### config.mk
export PLATFORM = sky130hd
export DESIGN_NAME = tls_hello_anchor_bitmap
export DESIGN_NICKNAME = d
export VERILOG_FILES = /design/src/tha_pkg.sv /design/src/tls_hello_anchor_bitmap.sv /design/src/tha_anchor.sv /design/src/tha_outbuf.sv
export SDC_FILE = /design/constraint.sdc
export NUM_CORES = 1
export LEC_CHECK = 0
export ABC_AREA = 1
export BUFFER_PORTS_ARGS = -buffer_cell sky130_fd_sc_hd__buf_4
export CAP_MARGIN = 15
export CORE_MARGIN = 10
export CORE_UTILIZATION = 35
export CTS_BUF_LIST = sky130_fd_sc_hd__clkbuf_4 sky130_fd_sc_hd__clkbuf_8
export DETAILED_ROUTE_END_ITERATION = 8
export PLACE_DENSITY = 0.52
export SYNTH_ARGS = -nofsm -noshare
export SYNTH_HDL_FRONTEND = slang
export SYNTH_SLANG_ARGS = --single-unit
### constraint.sdc
create_clock -name i_clk -period 4.7 [get_ports i_clk]
set_input_delay 0.235 -clock i_clk [delete_from_list [all_inputs] [get_ports i_clk]]
set_output_delay 0.235 -clock i_clk [all_outputs]
set_load 0.01 [all_outputs]
### src/tha_pkg.sv
`default_nettype none
package tha_pkg;

    // Field widths
    localparam int SEC_W         = 2;
    localparam int VALUE_W       = 16;
    localparam int WORD_W        = 64;
    localparam int BITMAP_W      = 66;
    localparam int POS_W         = 7;
    localparam int VCOUNT_W      = 16;
    localparam int COUNT_BITS_DEF = 16;

    // APB register map
    localparam int APB_ADDR_W    = 2;
    localparam int APB_DATA_W    = 32;
    localparam logic [APB_ADDR_W-1:0] REG_GREASE_MARKING = 2'd0;

    // Section codes
    localparam logic [SEC_W-1:0] SEC_CIPHER = 2'd0;
    localparam logic [SEC_W-1:0] SEC_EXT    = 2'd1;
    localparam logic [SEC_W-1:0] SEC_CURVE  = 2'd2;
    localparam logic [SEC_W-1:0] SEC_PF     = 2'd3;

    typedef struct packed {
        logic [SEC_W-1:0]   cmd;
        logic [VALUE_W-1:0] item_value;
        logic               list_empty;
        logic               list_had_grease;
        logic               last_of_list;
    } t_in_item;

    typedef struct packed {
        logic [SEC_W-1:0]    out_section;
        logic                word_index;
        logic [WORD_W-1:0]   bitmap_word;
        logic [VCOUNT_W-1:0] value_count;
        logic                grease_mark;
        logic                last_word;
    } t_out_item;

    // Per-item lookup outcome
    typedef struct packed {
        logic             set_bit;
        logic [POS_W-1:0] pos;
        logic             bump;
    } t_mark;

    // Finished section waiting for the output side
    typedef struct packed {
        logic [SEC_W-1:0]    sec;
        logic [BITMAP_W-1:0] bits;
        logic [VCOUNT_W-1:0] cnt;
        logic                mark;
    } t_res;

    // GREASE: both bytes equal, each of the form 0x?A
    function automatic logic grease_pattern(input logic [VALUE_W-1:0] v);
        return ((v & 16'h0F0F) == 16'h0A0A) && (v[15:8] == v[7:0]);
    endfunction

    function automatic logic [POS_W-1:0] pos_cipher(input logic [VALUE_W-1:0] v);
        logic [POS_W-1:0] p;
        case (v)
            16'hC02F: p = 7'd1;   16'hC02B: p = 7'd2;   16'hC02C: p = 7'd3;
            16'hC030: p = 7'd4;   16'hC013: p = 7'd5;   16'hC014: p = 7'd6;
            16'h1302: p = 7'd7;   16'h1301: p = 7'd8;   16'hCCA8: p = 7'd9;
            16'hCCA9: p = 7'd10;  16'h002F: p = 7'd11;  16'h009C: p = 7'd12;
            16'h0035: p = 7'd13;  16'h009D: p = 7'd14;  16'h1303: p = 7'd15;
            16'hC009: p = 7'd16;  16'hC00A: p = 7'd17;  16'hC027: p = 7'd18;
            16'hC023: p = 7'd19;  16'hC028: p = 7'd20;  16'hC024: p = 7'd21;
            16'h003C: p = 7'd22;  16'h003D: p = 7'd23;  16'h000A: p = 7'd24;
            16'h009E: p = 7'd25;  16'h009F: p = 7'd26;  16'hC012: p = 7'd27;
            16'hC008: p = 7'd28;  16'hCCAA: p = 7'd29;  16'h00FF: p = 7'd30;
            16'h0033: p = 7'd31;  16'h0039: p = 7'd32;  16'h0067: p = 7'd33;
            16'h006B: p = 7'd34;  16'h0032: p = 7'd35;  16'h0038: p = 7'd36;
            16'h0040: p = 7'd37;  16'h006A: p = 7'd38;  16'h00A2: p = 7'd39;
            16'h00A3: p = 7'd40;  16'hC0AD: p = 7'd41;  16'hC0AC: p = 7'd42;
            16'hC09D: p = 7'd43;  16'hC09C: p = 7'd44;  16'hC09F: p = 7'd45;
            16'hC09E: p = 7'd46;  16'hC0AF: p = 7'd47;  16'hC0AE: p = 7'd48;
            16'hC0A1: p = 7'd49;  16'hC0A0: p = 7'd50;  16'hC0A3: p = 7'd51;
            16'hC0A2: p = 7'd52;  16'hC004: p = 7'd53;  16'hC00E: p = 7'd54;
            16'hC025: p = 7'd55;  16'hC029: p = 7'd56;  16'hC02D: p = 7'd57;
            16'hC031: p = 7'd58;  16'hC005: p = 7'd59;  16'hC00F: p = 7'd60;
            16'hC026: p = 7'd61;  16'hC02A: p = 7'd62;  16'hC02E: p = 7'd63;
            16'hC032: p = 7'd64;  16'h1304: p = 7'd65;
            default:  p = 7'd0;
        endcase
        return p;
    endfunction

    function automatic logic [POS_W-1:0] pos_ext(input logic [VALUE_W-1:0] v);
        logic [POS_W-1:0] p;
        case (v)
            16'h000A: p = 7'd1;   16'h000D: p = 7'd2;   16'h0000: p = 7'd3;
            16'h0017: p = 7'd4;   16'h000B: p = 7'd5;   16'h002B: p = 7'd6;
            16'h0033: p = 7'd7;   16'hFF01: p = 7'd8;   16'h002D: p = 7'd9;
            16'h0005: p = 7'd10;  16'h0010: p = 7'd11;  16'h0023: p = 7'd12;
            16'h0012: p = 7'd13;  16'h0015: p = 7'd14;  16'h001B: p = 7'd15;
            16'h0029: p = 7'd16;  16'h0031: p = 7'd17;  16'h0032: p = 7'd18;
            16'h0016: p = 7'd19;  16'h3374: p = 7'd20;  16'h000F: p = 7'd21;
            16'h0011: p = 7'd22;  16'h0018: p = 7'd23;  16'h001C: p = 7'd24;
            default:  p = 7'd0;
        endcase
        return p;
    endfunction

    function automatic logic [POS_W-1:0] pos_curve(input logic [VALUE_W-1:0] v);
        logic [POS_W-1:0] p;
        case (v)
            16'h0017: p = 7'd1;   16'h0018: p = 7'd2;   16'h001D: p = 7'd3;
            16'h0019: p = 7'd4;   16'h11EC: p = 7'd5;   16'h001E: p = 7'd6;
            16'h0100: p = 7'd7;   16'h0101: p = 7'd8;   16'h0102: p = 7'd9;
            16'h0103: p = 7'd10;  16'h0104: p = 7'd11;  16'h6399: p = 7'd12;
            16'h0016: p = 7'd13;  16'h0009: p = 7'd14;  16'h000B: p = 7'd15;
            16'h000A: p = 7'd16;  16'h000C: p = 7'd17;  16'h000D: p = 7'd18;
            16'h000E: p = 7'd19;  16'h001A: p = 7'd20;  16'h001B: p = 7'd21;
            16'h001C: p = 7'd22;  16'h0015: p = 7'd23;  16'h0013: p = 7'd24;
            16'h0001: p = 7'd25;  16'h0003: p = 7'd26;  16'hFE32: p = 7'd27;
            16'h11EB: p = 7'd28;  16'h11ED: p = 7'd29;  16'h4138: p = 7'd30;
            default:  p = 7'd0;
        endcase
        return p;
    endfunction

    // Point formats: 0xFF sits at position 0, so it maps like a miss
    function automatic logic [POS_W-1:0] pos_pf(input logic [7:0] v);
        logic [POS_W-1:0] p;
        case (v)
            8'h00:   p = 7'd1;
            8'h01:   p = 7'd2;
            8'h02:   p = 7'd3;
            default: p = 7'd0;
        endcase
        return p;
    endfunction

endpackage
`default_nettype wire

### src/tls_hello_anchor_bitmap.sv
`default_nettype none
// Path: a section end passes the input register, then the result register, before its
//   first word is valid; the second cipher word follows once the first is taken.
// Throughput: one item per cycle, except that a section end waits in the input register
//   while the result register is busy; a cipher section end sends two words, every other
//   section end one, through the single result register.
// Reset: synchronous active-low; clears bitmap, count, grease_marking and valids.
module tls_hello_anchor_bitmap #(
    parameter int COUNT_BITS = tha_pkg::COUNT_BITS_DEF
) (
    input  var logic                          i_clk,
    input  var logic                          i_rst_n,
    input  var logic                          i_in_valid,
    output var logic                          o_in_ready,
    input  var tha_pkg::t_in_item             i_in_data,
    output var logic                          o_out_valid,
    input  var logic                          i_out_ready,
    output var tha_pkg::t_out_item            o_out_data,
    input  var logic                          psel,
    input  var logic                          penable,
    input  var logic                          pwrite,
    input  var logic [tha_pkg::APB_ADDR_W-1:0] paddr,
    input  var logic [tha_pkg::APB_DATA_W-1:0] pwdata,
    output var logic [tha_pkg::APB_DATA_W-1:0] prdata,
    output var logic                          pready
);
    import tha_pkg::*;

    logic                  r_grease_marking;
    logic                  r_in_vld;
    t_in_item              r_in;
    logic [BITMAP_W-1:0]   r_bits;
    logic [COUNT_BITS-1:0] r_cnt;
    logic [BITMAP_W-1:0]   n_bits;
    logic [COUNT_BITS-1:0] n_cnt;
    logic [COUNT_BITS+VCOUNT_W-1:0] w_cnt_ext;
    t_mark                 w_mark;
    t_res                  w_res;
    logic                  w_go;
    logic                  w_load;
    logic                  w_free;

    // APB register
    assign pready = 1'b1;
    assign prdata = (paddr == REG_GREASE_MARKING) ?
                    {{(APB_DATA_W-1){1'b0}}, r_grease_marking} : '0;

    always_ff @(posedge i_clk) begin
        if (!i_rst_n) begin
            r_grease_marking <= 1'b0;
        end else if (psel && penable && pwrite && paddr == REG_GREASE_MARKING) begin
            r_grease_marking <= pwdata[0];
        end
    end

    // Input register: a section end waits only for the result register
    assign w_go       = r_in_vld && (!r_in.last_of_list || w_free);
    assign w_load     = w_go && r_in.last_of_list;
    assign o_in_ready = !r_in_vld || w_go;

    always_ff @(posedge i_clk) begin
        if (!i_rst_n) begin
            r_in_vld <= 1'b0;
        end else if (o_in_ready) begin
            r_in_vld <= i_in_valid;
        end
    end

    always_ff @(posedge i_clk) begin
        if (o_in_ready && i_in_valid) begin
            r_in <= i_in_data;
        end
    end

    tha_anchor u_anchor (
        .i_item (r_in),
        .o_mark (w_mark)
    );

    // Bitmap and saturating count update
    always_comb begin
        n_bits = r_bits;
        if (w_mark.set_bit) begin
            n_bits = r_bits | (BITMAP_W'(1) << w_mark.pos);
        end
        n_cnt = r_cnt;
        if (w_mark.bump && (r_cnt != {COUNT_BITS{1'b1}})) begin
            n_cnt = r_cnt + {{(COUNT_BITS-1){1'b0}}, 1'b1};
        end
    end

    // Section result, count clipped to the output width
    always_comb begin
        w_cnt_ext  = {{VCOUNT_W{1'b0}}, n_cnt};
        w_res.sec  = r_in.cmd;
        w_res.bits = n_bits;
        w_res.cnt  = (|w_cnt_ext[COUNT_BITS+VCOUNT_W-1:VCOUNT_W]) ?
                     {VCOUNT_W{1'b1}} : w_cnt_ext[VCOUNT_W-1:0];
        w_res.mark = (r_in.cmd != SEC_PF) && r_grease_marking && r_in.list_had_grease;
    end

    always_ff @(posedge i_clk) begin
        if (!i_rst_n) begin
            r_bits <= '0;
            r_cnt  <= '0;
        end else if (w_go) begin
            if (r_in.last_of_list) begin
                r_bits <= '0;
                r_cnt  <= '0;
            end else begin
                r_bits <= n_bits;
                r_cnt  <= n_cnt;
            end
        end
    end

    tha_outbuf u_outbuf (
        .i_clk   (i_clk),
        .i_rst_n (i_rst_n),
        .i_load  (w_load),
        .i_res   (w_res),
        .o_free  (w_free),
        .o_valid (o_out_valid),
        .i_ready (i_out_ready),
        .o_item  (o_out_data)
    );

    a_stall_cause: assert property (@(posedge i_clk) disable iff (!i_rst_n)
        !o_in_ready |-> (r_in_vld && r_in.last_of_list && !w_free))
        else $error("input stalled without a pending section end");
    a_clear_after_end: assert property (@(posedge i_clk) disable iff (!i_rst_n)
        w_load |=> (r_bits == '0 && r_cnt == '0))
        else $error("state not cleared after section end");
    a_end_shows: assert property (@(posedge i_clk) disable iff (!i_rst_n)
        w_load |=> o_out_valid)
        else $error("section end produced no result");

endmodule
`default_nettype wire

### src/tha_anchor.sv
`default_nettype none
// Per-item classification: grease drop, count bump and anchor position
module tha_anchor (
    input  var tha_pkg::t_in_item i_item,
    output var tha_pkg::t_mark    o_mark
);
    import tha_pkg::*;

    logic             w_grease;
    logic [POS_W-1:0] w_pos;

    assign w_grease = grease_pattern(i_item.item_value);

    // Section table select
    always_comb begin
        case (i_item.cmd)
            SEC_CIPHER: w_pos = pos_cipher(i_item.item_value);
            SEC_EXT:    w_pos = pos_ext(i_item.item_value);
            SEC_CURVE:  w_pos = pos_curve(i_item.item_value);
            SEC_PF:     w_pos = pos_pf(i_item.item_value[7:0]);
            default:    w_pos = '0;
        endcase
    end

    // Empty point-format list marks position 0; other empty lists mark nothing
    always_comb begin
        if (i_item.list_empty) begin
            o_mark.set_bit = (i_item.cmd == SEC_PF);
            o_mark.pos     = '0;
            o_mark.bump    = 1'b0;
        end else if (i_item.cmd == SEC_PF) begin
            o_mark.set_bit = 1'b1;
            o_mark.pos     = w_pos;
            o_mark.bump    = 1'b1;
        end else begin
            o_mark.set_bit = !w_grease;
            o_mark.pos     = w_pos;
            o_mark.bump    = !w_grease;
        end
    end

endmodule
`default_nettype wire

### src/tha_outbuf.sv
`default_nettype none
// Result register: holds one finished section and sends it as one or two words
module tha_outbuf (
    input  var logic               i_clk,
    input  var logic               i_rst_n,
    input  var logic               i_load,
    input  var tha_pkg::t_res      i_res,
    output var logic               o_free,
    output var logic               o_valid,
    input  var logic               i_ready,
    output var tha_pkg::t_out_item o_item
);
    import tha_pkg::*;

    logic r_vld;
    logic r_word;
    t_res r_res;
    logic w_last;

    // Ciphers carry 66 bits and need a second word
    assign w_last  = (r_res.sec != SEC_CIPHER) || r_word;
    assign o_free  = !r_vld || (i_ready && w_last);
    assign o_valid = r_vld;

    always_comb begin
        o_item.out_section = r_res.sec;
        o_item.word_index  = r_word;
        o_item.bitmap_word = r_word ?
            {{(WORD_W-(BITMAP_W-WORD_W)){1'b0}}, r_res.bits[BITMAP_W-1:WORD_W]} :
            r_res.bits[WORD_W-1:0];
        o_item.value_count = r_res.cnt;
        o_item.grease_mark = r_res.mark;
        o_item.last_word   = w_last;
    end

    // Control: valid and word pointer
    always_ff @(posedge i_clk) begin
        if (!i_rst_n) begin
            r_vld  <= 1'b0;
            r_word <= 1'b0;
        end else if (i_load) begin
            r_vld  <= 1'b1;
            r_word <= 1'b0;
        end else if (r_vld && i_ready) begin
            if (w_last) begin
                r_vld <= 1'b0;
            end else begin
                r_word <= 1'b1;
            end
        end
    end

    // Payload
    always_ff @(posedge i_clk) begin
        if (i_load) begin
            r_res <= i_res;
        end
    end

    a_load_free: assert property (@(posedge i_clk) disable iff (!i_rst_n)
        i_load |-> o_free)
        else $error("result register loaded while occupied");
    a_word1_cipher: assert property (@(posedge i_clk) disable iff (!i_rst_n)
        (r_vld && r_word) |-> (r_res.sec == SEC_CIPHER))
        else $error("second word for a non-cipher section");
    a_word_step: assert property (@(posedge i_clk) disable iff (!i_rst_n)
        (r_vld && i_ready && !w_last && !i_load) |=> (r_vld && r_word))
        else $error("second cipher word lost");

endmodule
`default_nettype wire

Yosys cells after proc, flatten, opt, wreduce, memory -nomap -nowiden

Index checks and enable logic that the tools add are counted.
Widths: inputs -> output; s select.

Add/sub/neg operators: 1
Shifts and indexed selects: 1
Bitwise logic cells: 3
Reduce and logical (&&, ||, !) cells: 30
Eq/ne operators: 115
Muxes and demuxes: 16

Operator list:

| operator              | count |
|---|---|
| $eq 16x16->1 const B  | 43 |
| $pmux 7 s65           | 1 |
| $eq 16x5->1 const B   | 14 |
| $eq 16x6->1 const B   | 13 |
| $pmux 5 s30           | 1 |
| $mux 66               | 2 |
| $pmux 5 s24           | 1 |
| $eq 16x13->1 const B  | 7 |
| $eq 16x4->1 const B   | 7 |
| $eq 16x8->1 const B   | 7 |
| $eq 16x9->1 const B   | 5 |
| $or 66x66->66         | 1 |
| $shl 1x7->66 const A  | 1 |
| $eq 16x7->1 const B   | 4 |
| $mux 64               | 1 |
| $eq 16x15->1 const B  | 2 |
| $mux 16               | 2 |
| $pmux 7 s4            | 1 |
| $mux 9                | 2 |
| $add 16x1->16 const B | 1 |
| $eq 16x1->1 const B   | 1 |
| $eq 16x14->1 const B  | 1 |
| $eq 16x2->1 const B   | 1 |
| $eq 16x3->1 const B   | 1 |
| other kinds (20)      | 46 |

Output and inout port bits: 120
Flip-flop bits (word level): 192

Longest topological paths before layout

Word-level depth: 9
Depth in mapped cells: 20
Gate-level depth less buffers: 19

Cells and area by module

Synthesis repeated with hierarchy kept, for this count alone.

Cell total of the unflattened synthesis: 1,571
Area total of the unflattened synthesis: 11,078.1 µm²

By module, submodules not included:

| module                  | cells an instance | instances | sequential area each (µm²) | area an instance (µm²) |
|---|---|---|---|---|
| tls_hello_anchor_bitmap | 701               | 1         | 2,312.2                    | 5,071.1 |
| tha_outbuf              | 252               | 1         | 2,592.5                    | 3,363.2 |
| tha_anchor              | 618               | 1         | 0.0                        | 2,643.8 |

Worst setup path before layout

No wires, ideal clock.

Path kind: flip-flop to flip-flop
Start point: register u_outbuf.r_word
End point: register u_outbuf.r_res (netlist bit u_outbuf.o_item[10]), enable pin
Stages on the path, launching flop included: 9
Slack: 1,606 ps
Setup time: 439 ps
Arrival time: 2,654 ps
Buffers on the path: 0
Cells stage by stage: dfxtp_1 -> nor3_1 -> inv_1 -> a21boi_0 -> nand2_1 -> nand2_1 -> inv_1 -> nand2_1 -> inv_1

Cells in the longest elaborated chain, start to end: 6

RTL lines:

| element                   | line                          | source |
|---|---|---|
| from (decl)               | tha_outbuf.sv:16              | `logic r_word;` |
| from (signal assigned)    | tha_outbuf.sv:40              | `r_word <= 1'b0;` |
| from (signal assigned)    | tha_outbuf.sv:43              | `r_word <= 1'b0;` |
| from (signal assigned)    | tha_outbuf.sv:48              | `r_word <= 1'b1;` |
| $logic_or 1x1->1          | tha_outbuf.sv:21              | `assign w_last = (r_res.sec != SEC_CIPHER) \|\| r_word;` |
| named net u_outbuf.w_last | tha_outbuf.sv:18              | `logic w_last;` |
| $logic_and 1x1->1         | tha_outbuf.sv:22              | `assign o_free = !r_vld \|\| (i_ready && w_last);` |
| $logic_or 1x1->1          | tha_outbuf.sv:22              |  |
| $logic_or 1x1->1          | tls_hello_anchor_bitmap.sv:57 | `assign w_go = r_in_vld && (!r_in.last_of_list \|\| w_free);` |
| $logic_and 1x1->1         | tls_hello_anchor_bitmap.sv:57 |  |
| $logic_and 1x1->1         | tls_hello_anchor_bitmap.sv:58 | `assign w_load = w_go && r_in.last_of_list;` |
| named net u_outbuf.i_load | tha_outbuf.sv:6               | `input var logic i_load,` |
| to (signal assigned)      | tha_outbuf.sv:56              | `r_res <= i_res;` |
| to (decl)                 | tha_outbuf.sv:17              | `t_res r_res;` |

The timed path passes the listed nets, and every way through them passes these cells.
A chain may end at the register's enable or synchronous reset.

Worst setup path in the final report

Start point: register r_in[15] (netlist name)
End point: register u_outbuf.r_res[26] (netlist name) (data pin)

Cells in the longest elaborated chain, start to end: 8

RTL lines:

| element                                    | line                          | source |
|---|---|---|
| from (decl)                                | tls_hello_anchor_bitmap.sv:31 | `t_in_item r_in;` |
| from (signal assigned)                     | tls_hello_anchor_bitmap.sv:71 | `r_in <= i_in_data;` |
| $eq 16x13->1, or another cell as far along | tha_pkg.sv:63                 | `case (v)` |
| $pmux 7 s65, or another cell as far along  | tha_pkg.sv:63                 |  |
| $pmux 7 s4                                 | tha_anchor.sv:16              | `case (i_item.cmd)` |
| $mux 9 *                                   | tha_anchor.sv:31              | `end else if (i_item.cmd == SEC_PF) begin` |
| $mux 9 *                                   | tha_anchor.sv:27              | `if (i_item.list_empty) begin` |
| $shl 1x7->66                               | tls_hello_anchor_bitmap.sv:84 | `n_bits = r_bits \| (BITMAP_W'(1) << w_mark.pos);` |
| $or 66x66->66                              | tls_hello_anchor_bitmap.sv:84 |  |
| $mux 66 *                                  | tls_hello_anchor_bitmap.sv:83 | `if (w_mark.set_bit) begin` |
| named net n_bits[9]                        | tls_hello_anchor_bitmap.sv:34 | `logic [BITMAP_W-1:0] n_bits;` |

The timed path passes the listed nets; every way through them passes the cells marked *.

==> metrics.cfg <==
[run_status]
status = complete, no violations

[clock_tree]
cts.clk_slew.worst_paths_ps = 110
clk_latency_ps = 510
clockRootBuffer = clkbuf_8
cts_sinks = 192
cts_max_path_buffers = 2
ctsResizeCount = 0
ctsHoldBuffers = 26
cts_buffers = 17
tritoncts = done
cts_setup_buffers = 0
cts_max_level = 4

[sta]
rsz0062_at_grt = false
fmax_mhz = 283
setup_viol = 0
finalHoldViolations = 0
tightest_slew_ps = 832
slew_headroom = 0.445
setup_tns_ps = 0
slew_viol_final = 0
fin_skew_ps = 18.6
period_needed_ps = 3530
timing.hold.ws_ps = 41.2
period_share = 0.751

[yosys]
async_flop_share = 0
synth.distinct_cells = 44
yosysWarningCount = 0
syn_area_per_cell_um2 = 7.02
ys.flop_type = edfxtp_1
synth_edf_count = 106
synth-seq-cells = 192
syn_inst = 1623
synth_seq_area_share = 0.431
syn_area_mm2 = 0.0114

[final_layout]
final_common_cell = nand2_1
drive_gt1_frac = 0.122
fin_area_mm2 = 0.0130
seq_area_mm2 = 0.00491
instances_no_fill = 2174
fin_util = 0.409
multi_input_area_mm2 = 0.00503
nets = 1789
fillers = 3430
syn_to_final_growth_pct = 14.3
diodes = 0
layout_common_cells = nand2_1 (375), nor2_1 (298), inv_1 (221)

[global_route]
grt_first_pass_wirelength_um = 56200
gr-total-overflow = 0
track_usage = 0.176
grt_start_max_net_pins = 67
antenna_found_initial = 0
first_global_vias = 9875

[floorplan]
die_h_um = 200
ioPinCount = 182
die_area_mm2 = 0.0401
core-area_mm2 = 0.0318
initial_core_util = 0.358
num_rows = 65
fp.dieW_um = 200

[critical_path]
path_buf_inv = 3
critical_path_required_ps = 4960
cpLargestDelayFamily = simple AND/OR/NAND/NOR gates
startpoint = r_in[15]
cp_max_fo = 55
cp-start-kind = flop
path_cells = nor2_1, nand2_1, nor2_2, buf_4, nand2_1, nand2_1, inv_1, nand2_1, nor2_1, nand2_1, nor2_1, nand3_1, nand3_2, nand2_2, inv_2, nand3_1, nand2_1
path_class = reg2reg
worst_setup_path_end_kind = flop
critical_path_arrival_ps = 3780
path_common_cell = nand2_1
crit_slowest_cell = edfxtp_1
reg2reg_from = r_in[15]
cpPeakStageDelay_ps = 520

[placed_design]
place_area_mm2 = 0.0123
dp_cells = 2115
dp_hpwl_um = 27200
gp_congestion = 0.950
io_buffers = 118

[power]
ir_worst_vdd_mv = 0.180
power_density_mw_per_mm2 = 252
p_leak_nw = 5.91

[detailed_routing]
remaining_drc_errors = 0
via_per_inst = 4.80
dr.pass1.iters = 5
antenna_left = 0
routedWlPerCell_um = 16.5
wl_met1_um = 17400
met3_length_um = 1760
dr_total_vias = 10437
routed_wl_um = 35800
first_iter_violations = 814
wl_met2_um = 16100
highest_layer = met4

[worst_hold_path]
hold_class = in2reg
worstHoldStart = i_in_valid

[flow_run]
drv_cap = 0

==> final timing paths <==
check                                          end  slack, ps  cells past startpoint
worst max-delay path            u_outbuf.r_res[26]       1170                     17
worst min-delay path                      r_in_vld         40                      3
worst max register to register  u_outbuf.r_res[26]       1170                     17
worst min register to register           r_bits[9]        470                      2
==> registers in the layout, indices dropped and copies added (netlist names) <==
register and count:
r_in 21, u_outbuf.r_res 66, r_bits 66, r_cnt 16, u_outbuf.o_item 19, r_in_vld 1, u_outbuf.o_valid 1, r_grease_marking 1
u_outbuf.r_word 1
==> kinds of logic after synthesis <==
family          share of synthesized area
simple gates                        0.323
mux                               0.00198
other cells                      0.000660
compound gates                     0.0956
buf+inv                             0.138
fa+ha+maj                         0.00110
flops                               0.431
xor+xnor                          0.00923
==> area by class of cell <==
| type | instances | share of cell area |
|---|---|---|
| multi-input cells | 1127 | 0.386 |
| flip-flops and latches | 192 | 0.377 |
| repair buffers | 158 | 0.0974 |
| inverters | 230 | 0.0664 |
| well taps | 435 | 0.0418 |
| clock buffers | 17 | 0.0180 |
| clock inverters | 15 | 0.0131 |
==> cell usage after synthesis (3+ instances only) <==
master,number,area share
nand2_1,375,0.12
buf_4,64,0.042
nor3_1,10,0.0044
inv_2,4,0.0013
dfxtp_1,86,0.15
buf_2,6,0.0026
inv_1,222,0.073
nand3b_1,4,0.0026
edfxtp_1,106,0.28
xor2_1,11,0.0085
nor2_1,298,0.098
buf_6,5,0.0049
clkinv_1,4,0.0013
o21ai_0,106,0.047
nor2_4,3,0.0030
nor2_2,22,0.012
o21ai_1,4,0.0018
nor4_1,4,0.0022
o22ai_1,3,0.0016
nand3_2,6,0.0053
clkbuf_1,27,0.0089
nand4_1,25,0.014
a21oi_1,85,0.037
nand3_1,113,0.050
nand2_2,5,0.0027
==> worst register-to-register path, delay by kind of cell (launching register included) <==
kind	cells	cell delay, ps
buf+inv	3	750
simple gates	14	2020
flops	1	520
==> report_power, final <==
part	total (mW)	internal [mW]	leakage, nW	switching, mW
clock network	1.12	0.447	0.203	0.677
registers	1.83	1.81	1.61	0.0260
logic	0.320	0.110	4.09	0.211
==> through the flow <==
stage / setup WS (ps) / total power [mW]
after floorplan: 1610 / 2.07
after global placement: 1190 / 2.18
after detailed placement: 1240 / 2.18
after CTS: 1220 / 3.33
after global routing: 827 / 3.42
final: 1170 / 3.28
==> metal layers <==
layer  track usage  vias up
met2         0.276      248
met4        0.0517        0
met3        0.0303       35
met1         0.243     4866
met5             0        -
li1              -     5288
Power figures use the tool's default switching activity.
